File: src/rtl/core/pwmdw_pkg.sv
`default_nettype none

package pwmdw_pkg;

  localparam int TIME_W     = 32;
  localparam int TIMEOUT_W  = 16;
  localparam int CORR_W     = 8;
  localparam int CFG_IDX_W  = 2;
  localparam int CFG_DATA_W = 16;

  localparam int COUNT_WIDTH_DEF = 24;
  localparam int DUTY_BITS_DEF   = 16;

  localparam logic [TIMEOUT_W-1:0] TIMEOUT_RST = 16'd1000;
  localparam logic [CORR_W-1:0]    CORR_RST    = 8'd20;

  localparam logic [CFG_IDX_W-1:0] CFG_TIMEOUT = 2'd0;
  localparam logic [CFG_IDX_W-1:0] CFG_CORR    = 2'd1;

endpackage

`default_nettype wire

File: src/rtl/core/pwm_duty_window_meter.sv
// Flow: an item that opens the window or leaves it open updates registered state; an item
//   that closes it steps through ST_CORR and ST_PREP, then, if both counts are nonzero,
//   ST_DIV (restoring divider, one quotient bit per cycle) and ST_DONE, which waits while
//   the previous result is still held on the output. Throughput: one item per cycle while
//   capturing; no new item is accepted until the block is back in ST_IDLE.
// Reset: rst_ni asynchronous, active low; window closed, counts zero, registers at defaults.
`default_nettype none

module pwm_duty_window_meter #(
  parameter int COUNT_WIDTH = pwmdw_pkg::COUNT_WIDTH_DEF,
  parameter int DUTY_BITS   = pwmdw_pkg::DUTY_BITS_DEF
) (
  input  wire logic                                   clk_i,
  input  wire logic                                   rst_ni,
  input  wire logic                                   cfg_we_i,
  input  wire logic [pwmdw_pkg::CFG_IDX_W-1:0]        cfg_idx_i,
  input  wire logic [pwmdw_pkg::CFG_DATA_W-1:0]       cfg_wdata_i,
  input  wire logic                                   s_axis_tvalid,
  output logic                                        s_axis_tready,
  // sample_level [0], time_ms [32:1], zero padding above
  input  wire logic [((pwmdw_pkg::TIME_W+1+7)/8)*8-1:0] s_axis_tdata,
  output logic                                        m_axis_tvalid,
  input  wire logic                                   m_axis_tready,
  // duty_fraction, then high_samples, then low_samples, zero padding above
  output logic [((DUTY_BITS+2*COUNT_WIDTH+7)/8)*8-1:0] m_axis_tdata
);
  import pwmdw_pkg::*;

  localparam int OutW  = ((DUTY_BITS + 2*COUNT_WIDTH + 7) / 8) * 8;
  localparam int DenW  = COUNT_WIDTH + 1;
  localparam int CntW  = $clog2(DUTY_BITS);
  localparam int PadW  = OutW - DUTY_BITS - 2*COUNT_WIDTH;

  typedef enum logic [2:0] {
    ST_IDLE,
    ST_CORR,
    ST_PREP,
    ST_DIV,
    ST_DONE
  } state_e;

  state_e                 state_q, state_d;
  logic                   capturing_q, capturing_d;
  logic [COUNT_WIDTH-1:0] high_q, high_d;
  logic [COUNT_WIDTH-1:0] low_q, low_d;
  logic [TIME_W-1:0]      start_q, start_d;
  logic [TIMEOUT_W-1:0]   timeout_q, timeout_d;
  logic [CORR_W-1:0]      corr_q, corr_d;
  logic [DenW-1:0]        den_q, den_d;
  logic [DenW-1:0]        rem_q, rem_d;
  logic [DUTY_BITS-1:0]   quot_q, quot_d;
  logic [CntW-1:0]        cnt_q, cnt_d;
  logic                   m_valid_q, m_valid_d;
  logic [DUTY_BITS-1:0]   o_duty_q, o_duty_d;
  logic [COUNT_WIDTH-1:0] o_high_q, o_high_d;
  logic [COUNT_WIDTH-1:0] o_low_q, o_low_d;

  logic                   in_level;
  logic [TIME_W-1:0]      in_time;
  logic [TIME_W-1:0]      elapsed;
  logic [DenW:0]          rem_sh;
  logic                   rem_ge;
  logic [COUNT_WIDTH-1:0] corr_ext;
  logic                   high_max, low_max;

  assign in_level = s_axis_tdata[0];
  assign in_time  = s_axis_tdata[TIME_W:1];
  assign elapsed  = in_time - start_q;
  assign corr_ext = COUNT_WIDTH'(corr_q);
  assign high_max = &high_q;
  assign low_max  = &low_q;

  // restoring divider step
  assign rem_sh = {rem_q, 1'b0};
  assign rem_ge = rem_sh >= {1'b0, den_q};

  assign s_axis_tready = (state_q == ST_IDLE);
  assign m_axis_tvalid = m_valid_q;
  assign m_axis_tdata  = {{PadW{1'b0}}, o_low_q, o_high_q, o_duty_q};

  always_comb begin
    state_d     = state_q;
    capturing_d = capturing_q;
    high_d      = high_q;
    low_d       = low_q;
    start_d     = start_q;
    timeout_d   = timeout_q;
    corr_d      = corr_q;
    den_d       = den_q;
    rem_d       = rem_q;
    quot_d      = quot_q;
    cnt_d       = cnt_q;
    m_valid_d   = m_valid_q && !m_axis_tready;
    o_duty_d    = o_duty_q;
    o_high_d    = o_high_q;
    o_low_d     = o_low_q;

    if (cfg_we_i) begin
      case (cfg_idx_i)
        CFG_TIMEOUT: timeout_d = cfg_wdata_i[TIMEOUT_W-1:0];
        CFG_CORR:    corr_d    = cfg_wdata_i[CORR_W-1:0];
        default: ;
      endcase
    end

    case (state_q)
      ST_IDLE: begin
        if (s_axis_tvalid) begin
          if (!capturing_q) begin
            low_d = '0;
            if (in_level) begin
              capturing_d = 1'b1;
              high_d      = COUNT_WIDTH'(1);
              start_d     = in_time;
            end else begin
              high_d = '0;
            end
          end else begin
            if (in_level) begin
              if (!high_max) high_d = high_q + COUNT_WIDTH'(1);
            end else begin
              if (!low_max) low_d = low_q + COUNT_WIDTH'(1);
            end
            if (elapsed >= TIME_W'(timeout_q)) begin
              capturing_d = 1'b0;
              state_d     = ST_CORR;
            end
          end
        end
      end
      ST_CORR: begin
        // correction clamps at zero
        low_d   = (low_q > corr_ext) ? low_q - corr_ext : '0;
        state_d = ST_PREP;
      end
      ST_PREP: begin
        if ((high_q == '0) || (low_q == '0)) begin
          state_d = ST_IDLE;
        end else begin
          den_d   = DenW'(high_q) + DenW'(low_q);
          rem_d   = DenW'(high_q);
          quot_d  = '0;
          cnt_d   = CntW'(DUTY_BITS - 1);
          state_d = ST_DIV;
        end
      end
      ST_DIV: begin
        if (rem_ge) begin
          rem_d = DenW'(rem_sh - {1'b0, den_q});
        end else begin
          rem_d = rem_sh[DenW-1:0];
        end
        quot_d = {quot_q[DUTY_BITS-2:0], rem_ge};
        cnt_d  = cnt_q - CntW'(1);
        if (cnt_q == '0) state_d = ST_DONE;
      end
      ST_DONE: begin
        if (!m_valid_q || m_axis_tready) begin
          m_valid_d = 1'b1;
          o_duty_d  = quot_q;
          o_high_d  = high_q;
          o_low_d   = low_q;
          state_d   = ST_IDLE;
        end
      end
      default: state_d = ST_IDLE;
    endcase
  end

  always_ff @(posedge clk_i or negedge rst_ni) begin
    if (!rst_ni) begin
      state_q     <= ST_IDLE;
      capturing_q <= 1'b0;
      high_q      <= '0;
      low_q       <= '0;
      start_q     <= '0;
      timeout_q   <= TIMEOUT_RST;
      corr_q      <= CORR_RST;
      cnt_q       <= '0;
      m_valid_q   <= 1'b0;
    end else begin
      state_q     <= state_d;
      capturing_q <= capturing_d;
      high_q      <= high_d;
      low_q       <= low_d;
      start_q     <= start_d;
      timeout_q   <= timeout_d;
      corr_q      <= corr_d;
      cnt_q       <= cnt_d;
      m_valid_q   <= m_valid_d;
    end
  end

  always_ff @(posedge clk_i) begin
    den_q    <= den_d;
    rem_q    <= rem_d;
    quot_q   <= quot_d;
    o_duty_q <= o_duty_d;
    o_high_q <= o_high_d;
    o_low_q  <= o_low_d;
  end

`ifndef SYNTHESIS
  a_result_nonzero: assert property (@(posedge clk_i) disable iff (!rst_ni)
    m_axis_tvalid |-> (o_high_q != '0) && (o_low_q != '0))
    else $error("result with a zero count");

  a_div_closed: assert property (@(posedge clk_i) disable iff (!rst_ni)
    (state_q == ST_DIV) |-> !capturing_q)
    else $error("divider running with window open");

  a_result_from_div: assert property (@(posedge clk_i) disable iff (!rst_ni)
    $rose(m_valid_q) |-> $past(state_q == ST_DONE))
    else $error("result not loaded from divider");
`endif

endmodule

`default_nettype wire
File: config.mk
export PLATFORM = sky130hd
export DESIGN_NAME = pwm_duty_window_meter
export DESIGN_NICKNAME = d
export VERILOG_FILES = /design/src/rtl/core/pwmdw_pkg.sv /design/src/rtl/core/pwm_duty_window_meter.sv
export SDC_FILE = /design/constraint.sdc
export NUM_CORES = 1
export LEC_CHECK = 0
export ABC_AREA = 1
export BUFFER_PORTS_ARGS = -buffer_cell sky130_fd_sc_hd__clkbuf_2
export CAP_MARGIN = 20
export CORE_MARGIN = 3
export CORE_UTILIZATION = 60
export DETAILED_ROUTE_END_ITERATION = 16
export MAX_ROUTING_LAYER = met4
export PLACE_DENSITY = 0.83
export SYNTH_ARGS = -nofsm -noshare
export SYNTH_HDL_FRONTEND = slang
export SYNTH_SLANG_ARGS = --single-unit
File: constraint.sdc
create_clock -name clk_i -period 5.09 [get_ports clk_i]
set_input_delay 0.509 -clock clk_i [delete_from_list [all_inputs] [get_ports clk_i]]
set_output_delay 0.509 -clock clk_i [all_outputs]
set_load 0.005 [all_outputs]
==> results.toml, run 1 <==
[critical_path]
crit_buf_inv = 3
r2r_start = "low_q[1]$_DFFE_PN0P_"
slowest_delay_ns = 0.61
crit_chain = "inv_1, ha_1, nand2_1, nor4_1, nand2_1, and3_1, buf_4, inv_1, nand2_2"
critPathKind = "reg2reg"
worstPathRequired_ns = 5.14
crit_path_end_kind = "flip-flop"
path_delay_family = "simple AND/OR/NAND/NOR gates"
ff2ff_setup_slack_ns = 1.60
r2r-end = "rem_q[9]$_DFFE_PP_"
crit_slowest_cell = "nand2_2"
start_kind = "flip-flop"
arrival_ns = 3.54
r2r_cells = 9
critPathMaxFanout = 43

[drt]
drt_pass1_iterations = 7
drt_iter0_drc = 1298
post_drt_wl_per_cell_um = 16.4
via_count = 14300
viasPerCell = 5.56
wl_um = 42200
post-route-drc-count = 0
ant_nets = 0

[sta]
hold_viol = 0
skew_ns = 0.00906
fin_crit_ns = 3.49
clock.fmax_ghz = 0.286
relSlewSlack = 0.328
timing.final.max_slew_violations = 0
fin_crit_sh = 0.686
setup_viol = 0
rsz0062_at_grt = "no"
tightestPinTransition_ns = 1.00
fin_setup_tns_ns = 0
timing.final.ws_setup_ns = 1.60

[pwr]
switchingPower_mw = 5.42
p_int_mw = 6.25
power.leakage_nw = 8.97
p_sw_frac = 0.464
peakVddDrop_v = 0.000436
powerDensity_nw_per_um2 = 642
power.share.sequential = 0.293
total_power_mw = 11.7
clkPwrFrac = 0.173
combinationalPowerShare = 0.533

[layout]
final_nets = 2393
drive_above_1_share = 0.108
final_common_cell = "nand2_1"
fillers = 2205
mostFrequentLayoutCells = "nand2_1, inv_1, nor2_1, o21ai_0, a21oi_1"
syn2layout_area_growth_pct = 11.5

[flow_run]
cap_violations = 0

[floorplan]
die_y_um = 171
ios = 129
row_count = 59
initial_core_util = 0.618
die_x_um = 171
core_um2 = 26400
die-area_um2 = 29200

[synth]
syn_nets = 2272
synth_async_sr_flop_share = 0.465
ys_seq_area_frac = 0.414
yosysWarnings = 0
synthTopCellsByArea = "edfxtp_1, dfrtp_1, nand2_1, inv_1, ha_1"
postSynthAreaPerCell_um2 = 7.77
synth_edf_count = 130
yosys.area.top_type = "edfxtp_1"
ys_dominant_reg_cell = "edfxtp_1"
synth_area_um2 = 16300
ys_ff_latch = 243
synthDistinctLibCells = 63
synthCells = 2096
synth_top_area_share = 0.240

[global_routing]
grt_pass1_wl_um = 67800
antenna_found_initial = 1
grt-ovfl-total = 0
track_usage = 0.296
grt_max_degree = 64
grt_pass1_vias = 13600

[clocking]
cts.repair.resized = 0
cts_tree = "yes"
clk_pin_slew_worst_paths_ns = 0.06
cts_buffer_depth = 3
clk_latency_ns = 0.53
clock-sinks = 243
htree_levels = 1
cts_hold_buffers = 0
cts_root_buf = "clkbuf_16"
postCtsSetupBuffers = 0
cts_made_buffers = 27

[placed_design]
gp_congestion = 0.939
hpwl_um = 32000
port_buffers = 121
dp_slack_ns = 1.55

[worst_hold_path]
min_path_type = "in2async"

[run_status]
status = "complete, no violations"
-- power by group through the flow --
stage | Clock, mW | Combinational (mW) | Sequential [mW]
2_1_floorplan | 0 | 4.72 | 3.25
3_3_place_gp | 0 | 5.91 | 3.42
3_5_place_dp | 0 | 6.10 | 3.44
4_1_cts | 2.05 | 6.16 | 3.41
5_1_grt | 2.13 | 7.03 | 3.49
6_report | 2.02 | 6.22 | 3.42
-- layer usage --
layer	wire (µm)	global-route usage	part of all wire
met3	2750	0.0418	0.065
met1	18200	0.383	0.43
met4	1140	0.0818	0.027
met2	20200	0.492	0.48
met5	0	-	0
-- how the worst max path moves through the flow --
stage / cells after the start / slack (ns) / from / endpoint
final: 9 / 1.60 / low_q[1]$_DFFE_PN0P_ / rem_q[9]$_DFFE_PP_
after detailed placement: 25 / 1.55 / s_axis_tdata[1] / state_q[0]$_DFFE_PN0P_
after global routing: 11 / 1.31 / low_q[1]$_DFFE_PN0P_ / cnt_q[1]$_DFFE_PN0P_
after CTS: 9 / 1.64 / low_q[1]$_DFFE_PN0P_ / rem_q[9]$_DFFE_PP_
after global placement: 25 / 1.57 / s_axis_tdata[1] / state_q[0]$_DFFE_PN0P_
after floorplan: 3 / 1.30 / state_q[0]$_DFFE_PN0P_ / o_duty_q[0]$_DFFE_PP_
-- kinds of logic (layout without fill, tap and decap cells) --
family	after synthesis	count (layout)	synth area share
buf+inv	413	554	0.0977
other cells	0	1	0
compound gates	383	383	0.130
flops	243	243	0.414
mux	1	1	0.000691
simple gates	873	873	0.231
fa+ha+maj	113	113	0.0886
xor+xnor	70	70	0.0376
-- state kept, by name, indices dropped and copies added, names as in the netlist --
| signal | cells |
|---|---|
| rem_q | 25 |
| den_q | 25 |
| state_q | 3 |
| o_low_q | 24 |
| low_q | 24 |
| o_duty_q | 16 |
| timeout_q | 16 |
| o_high_q | 24 |
| high_q | 24 |
| cnt_q | 4 |
| m_axis_tvalid | 1 |
| corr_q | 8 |
| start_q | 32 |
| capturing_q | 1 |
| quot_q | 16 |
-- metrics by stage --
step | area, µm² | hold WS, ns | utilization | cells
floorplan | 16300 | 0.213 | - | 2096
global placement | 17200 | 0.404 | 0.653 | 2522
global route | 18200 | 0.0756 | 0.689 | 2573
finish | 18200 | 0.0291 | 0.689 | 2573
CTS | 18100 | 0.0432 | 0.688 | 2571
detailed placement | 17200 | 0.406 | 0.653 | 2522
-- area by class of cell --
type / count / area (µm²) / share of cell area
well taps: 335 / 419 / 0.0231
flip-flops and latches: 243 / 6740 / 0.371
inverters: 376 / 1420 / 0.0781
repair buffers: 129 / 681 / 0.0375
diodes: 1 / 2.50 / 0.000138
multi-input cells: 1440 / 7980 / 0.439
clock buffers: 31 / 742 / 0.0409
clock inverters: 18 / 180 / 0.00992
-- worst reg2reg max path: cells and delay by family, from the launching register on --
kind                     cells  cell delay [ns]
adder cells (fa/ha/maj)      1             0.20
buffers and inverters        3             0.74
flip-flops                   1             0.50
AND/OR/NAND/NOR              5             1.56
-- cells in the mapped netlist (6+ instances only) --
| master | number |
|---|---|
| dfrtp_1 | 105 |
| ha_1 | 109 |
| dfstp_2 | 8 |
| nor2_2 | 7 |
| inv_2 | 7 |
| xor2_1 | 48 |
| o211ai_1 | 14 |
| nand4_1 | 26 |
| o21bai_1 | 11 |
| nand3_1 | 77 |
| nor4_1 | 12 |
| inv_1 | 367 |
| nor2_1 | 157 |
| nand3b_1 | 7 |
| a31oi_1 | 6 |
| edfxtp_1 | 130 |
| buf_2 | 9 |
| nand2_2 | 6 |
| a21oi_1 | 136 |
| nor3_1 | 38 |
| o21ai_0 | 152 |
| o21ai_1 | 21 |
| nor3_2 | 8 |
| nand2_1 | 513 |
| o22ai_1 | 10 |
| clkbuf_1 | 22 |
| xnor2_1 | 22 |
No activity file was read; power rests on OpenSTA's default activity.
==> inputs of run 2 (changes only) <==
Clock period 5.09 ns to 3.6 ns, I/O delays scaled along.
==> run 2 against run 1 <==
  * The run now ends with hold timing left
  * Register-to-register slack worse by 1.3 ns
  * Via count down 1.1%
  * Sequential power up 41%
  * Utilization up 0.12 points
  * Critical endpoint is now state_q[0]$_DFFE_PN0P_
  * Highest routed layer unchanged
==> results.toml, run 2 (synthesized netlist as in run 1, its figures left out) <==
[placed_design]
placed_cells = 2529
dp_slack_ns = 0.227
port_buffers = 121
hpwl_um = 32100
gp_congestion = 0.930

[floorplan]
die-area_um2 = 29200
die_y_um = 171
initial_core_util = 0.618
die_x_um = 171
core_um2 = 26400
ios = 129
row_count = 59

[clocking]
cts_hold_buffers = 0
clk_latency_ns = 0.53
cts_root_buf = "clkbuf_16"
htree_levels = 1
cts_made_buffers = 27
clock-sinks = 243
cts_tree = "yes"
clk_pin_slew_worst_paths_ns = 0.06
postCtsSetupBuffers = 0
cts.repair.resized = 0
cts_buffer_depth = 3

[run_status]
violations = "hold timing"
status = "finished, violations left"

[global_routing]
grt_max_degree = 76
track_usage = 0.295
antenna_found_initial = 0
grt-ovfl-total = 0
grt_pass1_vias = 13400
grt_pass1_wl_um = 67400

[pwr]
power.leakage_nw = 8.99
peakVddDrop_v = 0.000700
powerDensity_nw_per_um2 = 902

[layout]
final_nets = 2399
fillers = 2186
largest_register_ffs = 32
final_common_cell = "nand2_1"
stdcell_count = 2577
antenna_cells = 0
drive_above_1_share = 0.107
regMostFlops = "start_q"
syn2layout_area_growth_pct = 11.7
mostFrequentLayoutCells = "nand2_1, inv_1, nor2_1, o21ai_0, a21oi_1"
reg_top3 = "start_q (32), den_q (25), rem_q (25)"

[critical_path]
critPathMaxFanout = 4
crit_chain = "ha_1, fa_1, inv_1, nand2_1, nand3b_1, nand2_1, nand2_1, xor2_1, ha_1, nand2_1, nor2_1, a211oi_1, nand2_1, nand2_1, nand2_1, nor2_1, nand3_1, nor2_1, nand2_1, nand2_1, nand2_1, nand3_1, nand2_1"
arrival_ns = 3.67
start_kind = "flip-flop"
slowest_delay_ns = 0.41
cpMostUsedCell = "nand2_1"
crit_path_end_kind = "flip-flop"
crit_slowest_cell = "fa_1"
critPathKind = "reg2reg"
worstPathRequired_ns = 4.00

[drt]
ant_nets = 0
post_drt_wl_per_cell_um = 16.2
viasPerCell = 5.48
wl_um = 41700
post-route-drc-count = 0
drt_pass1_iterations = 5
via_count = 14100
drt_iter0_drc = 1239

[sta]
rsz0062_at_grt = "no"
timing.final.max_slew_violations = 0
fin_crit_ns = 3.27
timing.final.ws_setup_ns = 0.331
tightestPinTransition_ns = 0.989
hold_viol = 21
whs_ns = -0.0192
fin_crit_sh = 0.908
relSlewSlack = 0.341
skew_ns = 0.0131
fin_setup_tns_ns = 0
setup_viol = 0
clock.fmax_ghz = 0.306

[worst_hold_path]
min_path_type = "in2async"

[flow_run]
cap_violations = 0
[run 2: cell types whose count changed in the layout (fill, tap and decap cells not counted), moves of 2 or more]
cell and change:
clkbuf_8 -3, clkinv_2 -2, clkinvlp_4 -2, buf_4 +6, clkinv_4 -2, clkbuf_1 +5
clkinv_1 +2
[run 2: path summary, 6_finish.rpt]
path	to	startpoint	slack, ns	cells after the start
max	state_q[0]$_DFFE_PN0P_	start_q[0]$_DFFE_PN0P_	0.33	23
min	start_q[20]$_DFFE_PN0P_	rst_ni	-0.02	1
max reg2reg	state_q[0]$_DFFE_PN0P_	start_q[0]$_DFFE_PN0P_	0.33	23
min reg2reg	o_duty_q[15]$_DFFE_PP_	quot_q[15]$_SDFFCE_PN0P_	0.43	0
max in group asynchronous	low_q[8]$_DFFE_PN0P_	rst_ni	2.76	2
min in group clk_i	start_q[15]$_DFFE_PN0P_	s_axis_tdata[16]	0.05	3
[run 2: layout make-up]
cell class | count | area, µm² | area share
clock buffers | 34 | 744 | 0.0409
clock inverters | 14 | 166 | 0.00915
inverters | 376 | 1420 | 0.0780
multi-input cells | 1440 | 7980 | 0.438
flip-flops and latches | 243 | 6740 | 0.371
well taps | 335 | 419 | 0.0230
repair buffers | 135 | 726 | 0.0399
[run 2: worst max-delay path, delay by kind of cell (launching register included)]
family	cells	cell delay, ns
DFF	1	0.38
adders and majority gates	3	0.88
buffers and inverters	1	0.10
xor gates and xnor gates	1	0.20
AOI/OAI and AO/OA	1	0.17
and+or+nand+nor	17	1.40
[run 2: through the flow]
stage               power, mW   util  area (µm²)
floorplan                11.3      -       16300
global placement         13.2  0.656       17300
detailed placement       13.5  0.656       17300
CTS                      16.4  0.690       18200
global route             17.9  0.690       18200
finish                   16.4  0.690       18200
[run 2: metal layers]
metal,global-route usage,wire (µm),vias up
li1,-,-,7125
met1,0.378,18100,6551
met2,0.490,20000,385
met3,0.0462,2490,73
met4,0.0801,1050,0
met5,-,0,-
[run 2: power breakdown]
part           internal, mW  switching [mW]
combinational          3.00            5.73
sequential             4.16           0.672
clock                  1.74            1.11
total                  8.89            7.52
==> inputs of run 3 (changes only) <==
--- a/config.mk
+++ b/config.mk
@@ -11,6 +11,6 @@
 export CORE_MARGIN = 3
-export CORE_UTILIZATION = 60
+export CORE_UTILIZATION = 50
 export DETAILED_ROUTE_END_ITERATION = 16
 export MAX_ROUTING_LAYER = met4
-export PLACE_DENSITY = 0.83
+export PLACE_DENSITY = 0.71
 export SYNTH_ARGS = -nofsm -noshare
--- a/constraint.sdc
+++ b/constraint.sdc
@@ -3,2 +3,2 @@
 set_output_delay 0.36 -clock clk_i [all_outputs]
-set_load 0.005 [all_outputs]
+set_load 0.01 [all_outputs]
==> run 3 against run 2 <==
  * Largest power group unchanged
  * Sequential power is essentially flat
  * Final area grew 1.3%
  * The flow now finishes without violations
  * Clock power grew 5%
  * Global-route usage shrank 5.5 points
  * Maximum frequency shrank 0.78%
  * Largest cell class unchanged
  * Hold slack gained 0.065 ns
==> results.toml, run 3 (synthesized netlist as in run 1, its figures left out) <==
[pwr]
p_sw_frac = 0.457
switchingPower_mw = 7.62
p_int_mw = 9.04
total_power_mw = 16.7
peakVddDrop_v = 0.000526
power.share.sequential = 0.288
power.leakage_nw = 9.03
powerDensity_nw_per_um2 = 905
combinationalPowerShare = 0.532
clkPwrFrac = 0.180

[sta]
relSlewSlack = 0.358
fin_crit_sh = 0.915
skew_ns = 0.0205
fin_crit_ns = 3.29
setup_viol = 0
whs_ns = 0.0462
fin_setup_tns_ns = 0
rsz0062_at_grt = "no"
tightestPinTransition_ns = 0.961
hold_viol = 0
timing.final.max_slew_violations = 0
clock.fmax_ghz = 0.304

[critical_path]
r2r_start = "start_q[0]$_DFFE_PN0P_"
critPathKind = "reg2reg"
critPathMaxFanout = 3
crit_end = "state_q[0]$_DFFE_PN0P_"
ff2ff_setup_slack_ns = 0.31
cpMostUsedCell = "nand2_1"
r2r_cells = 23
crit_path_end_kind = "flip-flop"
worstPathRequired_ns = 4.02
critPathLaunch = "start_q[0]$_DFFE_PN0P_"
slowest_delay_ns = 0.40
start_kind = "flip-flop"
crit_chain = "ha_1, fa_1, inv_1, nand2_1, nand3b_1, nand2_1, nand2_1, xor2_1, ha_1, nand2_1, nor2_1, a211oi_1, nand2_1, nand2_1, nand2_1, nor2_1, nand3_1, nor2_1, nand2_1, nand2_1, nand2_1, nand3_1, nand2_1"
r2r-end = "state_q[0]$_DFFE_PN0P_"
crit_slowest_cell = "fa_1"
arrival_ns = 3.71

[clocking]
cts_hold_buffers = 1
clk_pin_slew_worst_paths_ns = 0.06
cts_root_buf = "clkbuf_16"
cts_buffer_depth = 3
htree_levels = 1
postCtsSetupBuffers = 0
cts.repair.resized = 0
cts_made_buffers = 28
clk_latency_ns = 0.55
cts_tree = "yes"
clock-sinks = 243

[global_routing]
grt_pass1_wl_um = 67100
track_usage = 0.240
use_met1 = 0.298
met2_usage = 0.410
grt_max_degree = 114
antenna_found_initial = 2
grt_pass1_vias = 13300
use_met3 = 0.0325
grt-ovfl-total = 0
top_usage_layer = "met2"

[placed_design]
hpwl_um = 32000
port_buffers = 121
gp_congestion = 0.937
placed_cells = 2628

[layout]
regMostFlops = "start_q"
drive_above_1_share = 0.110
final_nets = 2400
stdcell_count = 2683
largest_register_ffs = 32
reg_top3 = "start_q (32), den_q (25), rem_q (25)"
syn2layout_area_growth_pct = 13.1
final_common_cell = "nand2_1"
fin_util = 0.579
mostFrequentLayoutCells = "nand2_1, inv_1, nor2_1, o21ai_0, a21oi_1"

[worst_hold_path]
whs_path_depth = 2
min_path_type = "in2reg"

[drt]
via_count = 14100
drt_iter0_drc = 861
post_drt_wl_per_cell_um = 15.5
viasPerCell = 5.24
drt_pass1_iterations = 6
ant_nets = 0
wl_um = 41500
post-route-drc-count = 0

[flow_run]
cap_violations = 0

[floorplan]
ios = 129
core_um2 = 31800
initial_core_util = 0.512
row_count = 65
die_x_um = 186
die-area_um2 = 34800
die_y_um = 186

[run_status]
status = "complete, no violations"
## run 3: cell types whose count changed in the layout (fill, tap and decap cells not counted)
cell	before	now
inv_4	2	1
diode_2	0	2
buf_12	1	3
buf_4	14	11
clkbuf_1	5	6
clkbuf_16	29	30
inv_6	1	2
clkinv_4	0	1
clkinv_1	4	0
clkinvlp_4	0	2
clkinv_2	5	6
clkbuf_8	0	2
dlygate4sd3_1	0	1
## run 3: layer usage
| metal | routed length, µm | share of wire |
|---|---|---|
| met5 | 0 | 0 |
| met4 | 1320 | 0.032 |
| met3 | 2140 | 0.052 |
| met2 | 20100 | 0.48 |
| met1 | 17900 | 0.43 |
## run 3: per-stage QoR
step	worst slack [ns]	cell area (µm²)
floorplan	0.364	16300
global route	0.0205	18400
global placement	0.235	17400
finish	0.305	18400
CTS	0.301	18400
detailed placement	0.182	17400
## run 3: power groups by stage
stage               registers, mW  clock network, mW  logic (mW)
global route                 4.91               3.19        10.1
detailed placement           4.85                  0        8.78
finish                       4.80               3.00        8.87
CTS                          4.80               3.07        8.85
floorplan                    4.63                  0        6.67
global placement             4.81                  0        8.63
## run 3: worst min-delay path by stage
stage                             start                 endpoint  slack, ns
6_report                  m_axis_tready  m_axis_tvalid$_DFF_PN0_       0.05
5_1_grt                s_axis_tdata[22]  start_q[21]$_DFFE_PN0P_       0.03
4_1_cts                s_axis_tdata[22]  start_q[21]$_DFFE_PN0P_       0.01
3_5_place_dp   quot_q[15]$_SDFFCE_PN0P_   o_duty_q[15]$_DFFE_PP_       0.41
3_3_place_gp   quot_q[15]$_SDFFCE_PN0P_   o_duty_q[15]$_DFFE_PP_       0.41
2_1_floorplan                    rst_ni  capturing_q$_DFFE_PN0P_       0.06
## run 3: layout make-up
type	instances	area [µm²]
repair buffers	135	753
clock inverters	14	183
flip-flops and latches	243	6740
well taps	435	544
clock buffers	38	801
multi-input cells	1440	7980
diodes	2	5.00
inverters	376	1420
fillers	2920	13400
## run 3: worst max-delay path, delay by kind of cell (launching register included)
kind / cells / cell delay, ns
buf+inv: 1 / 0.10
fa+ha+maj: 3 / 0.90
flops: 1 / 0.38
simple gates: 17 / 1.35
xor+xnor: 1 / 0.28
compound gates: 1 / 0.16
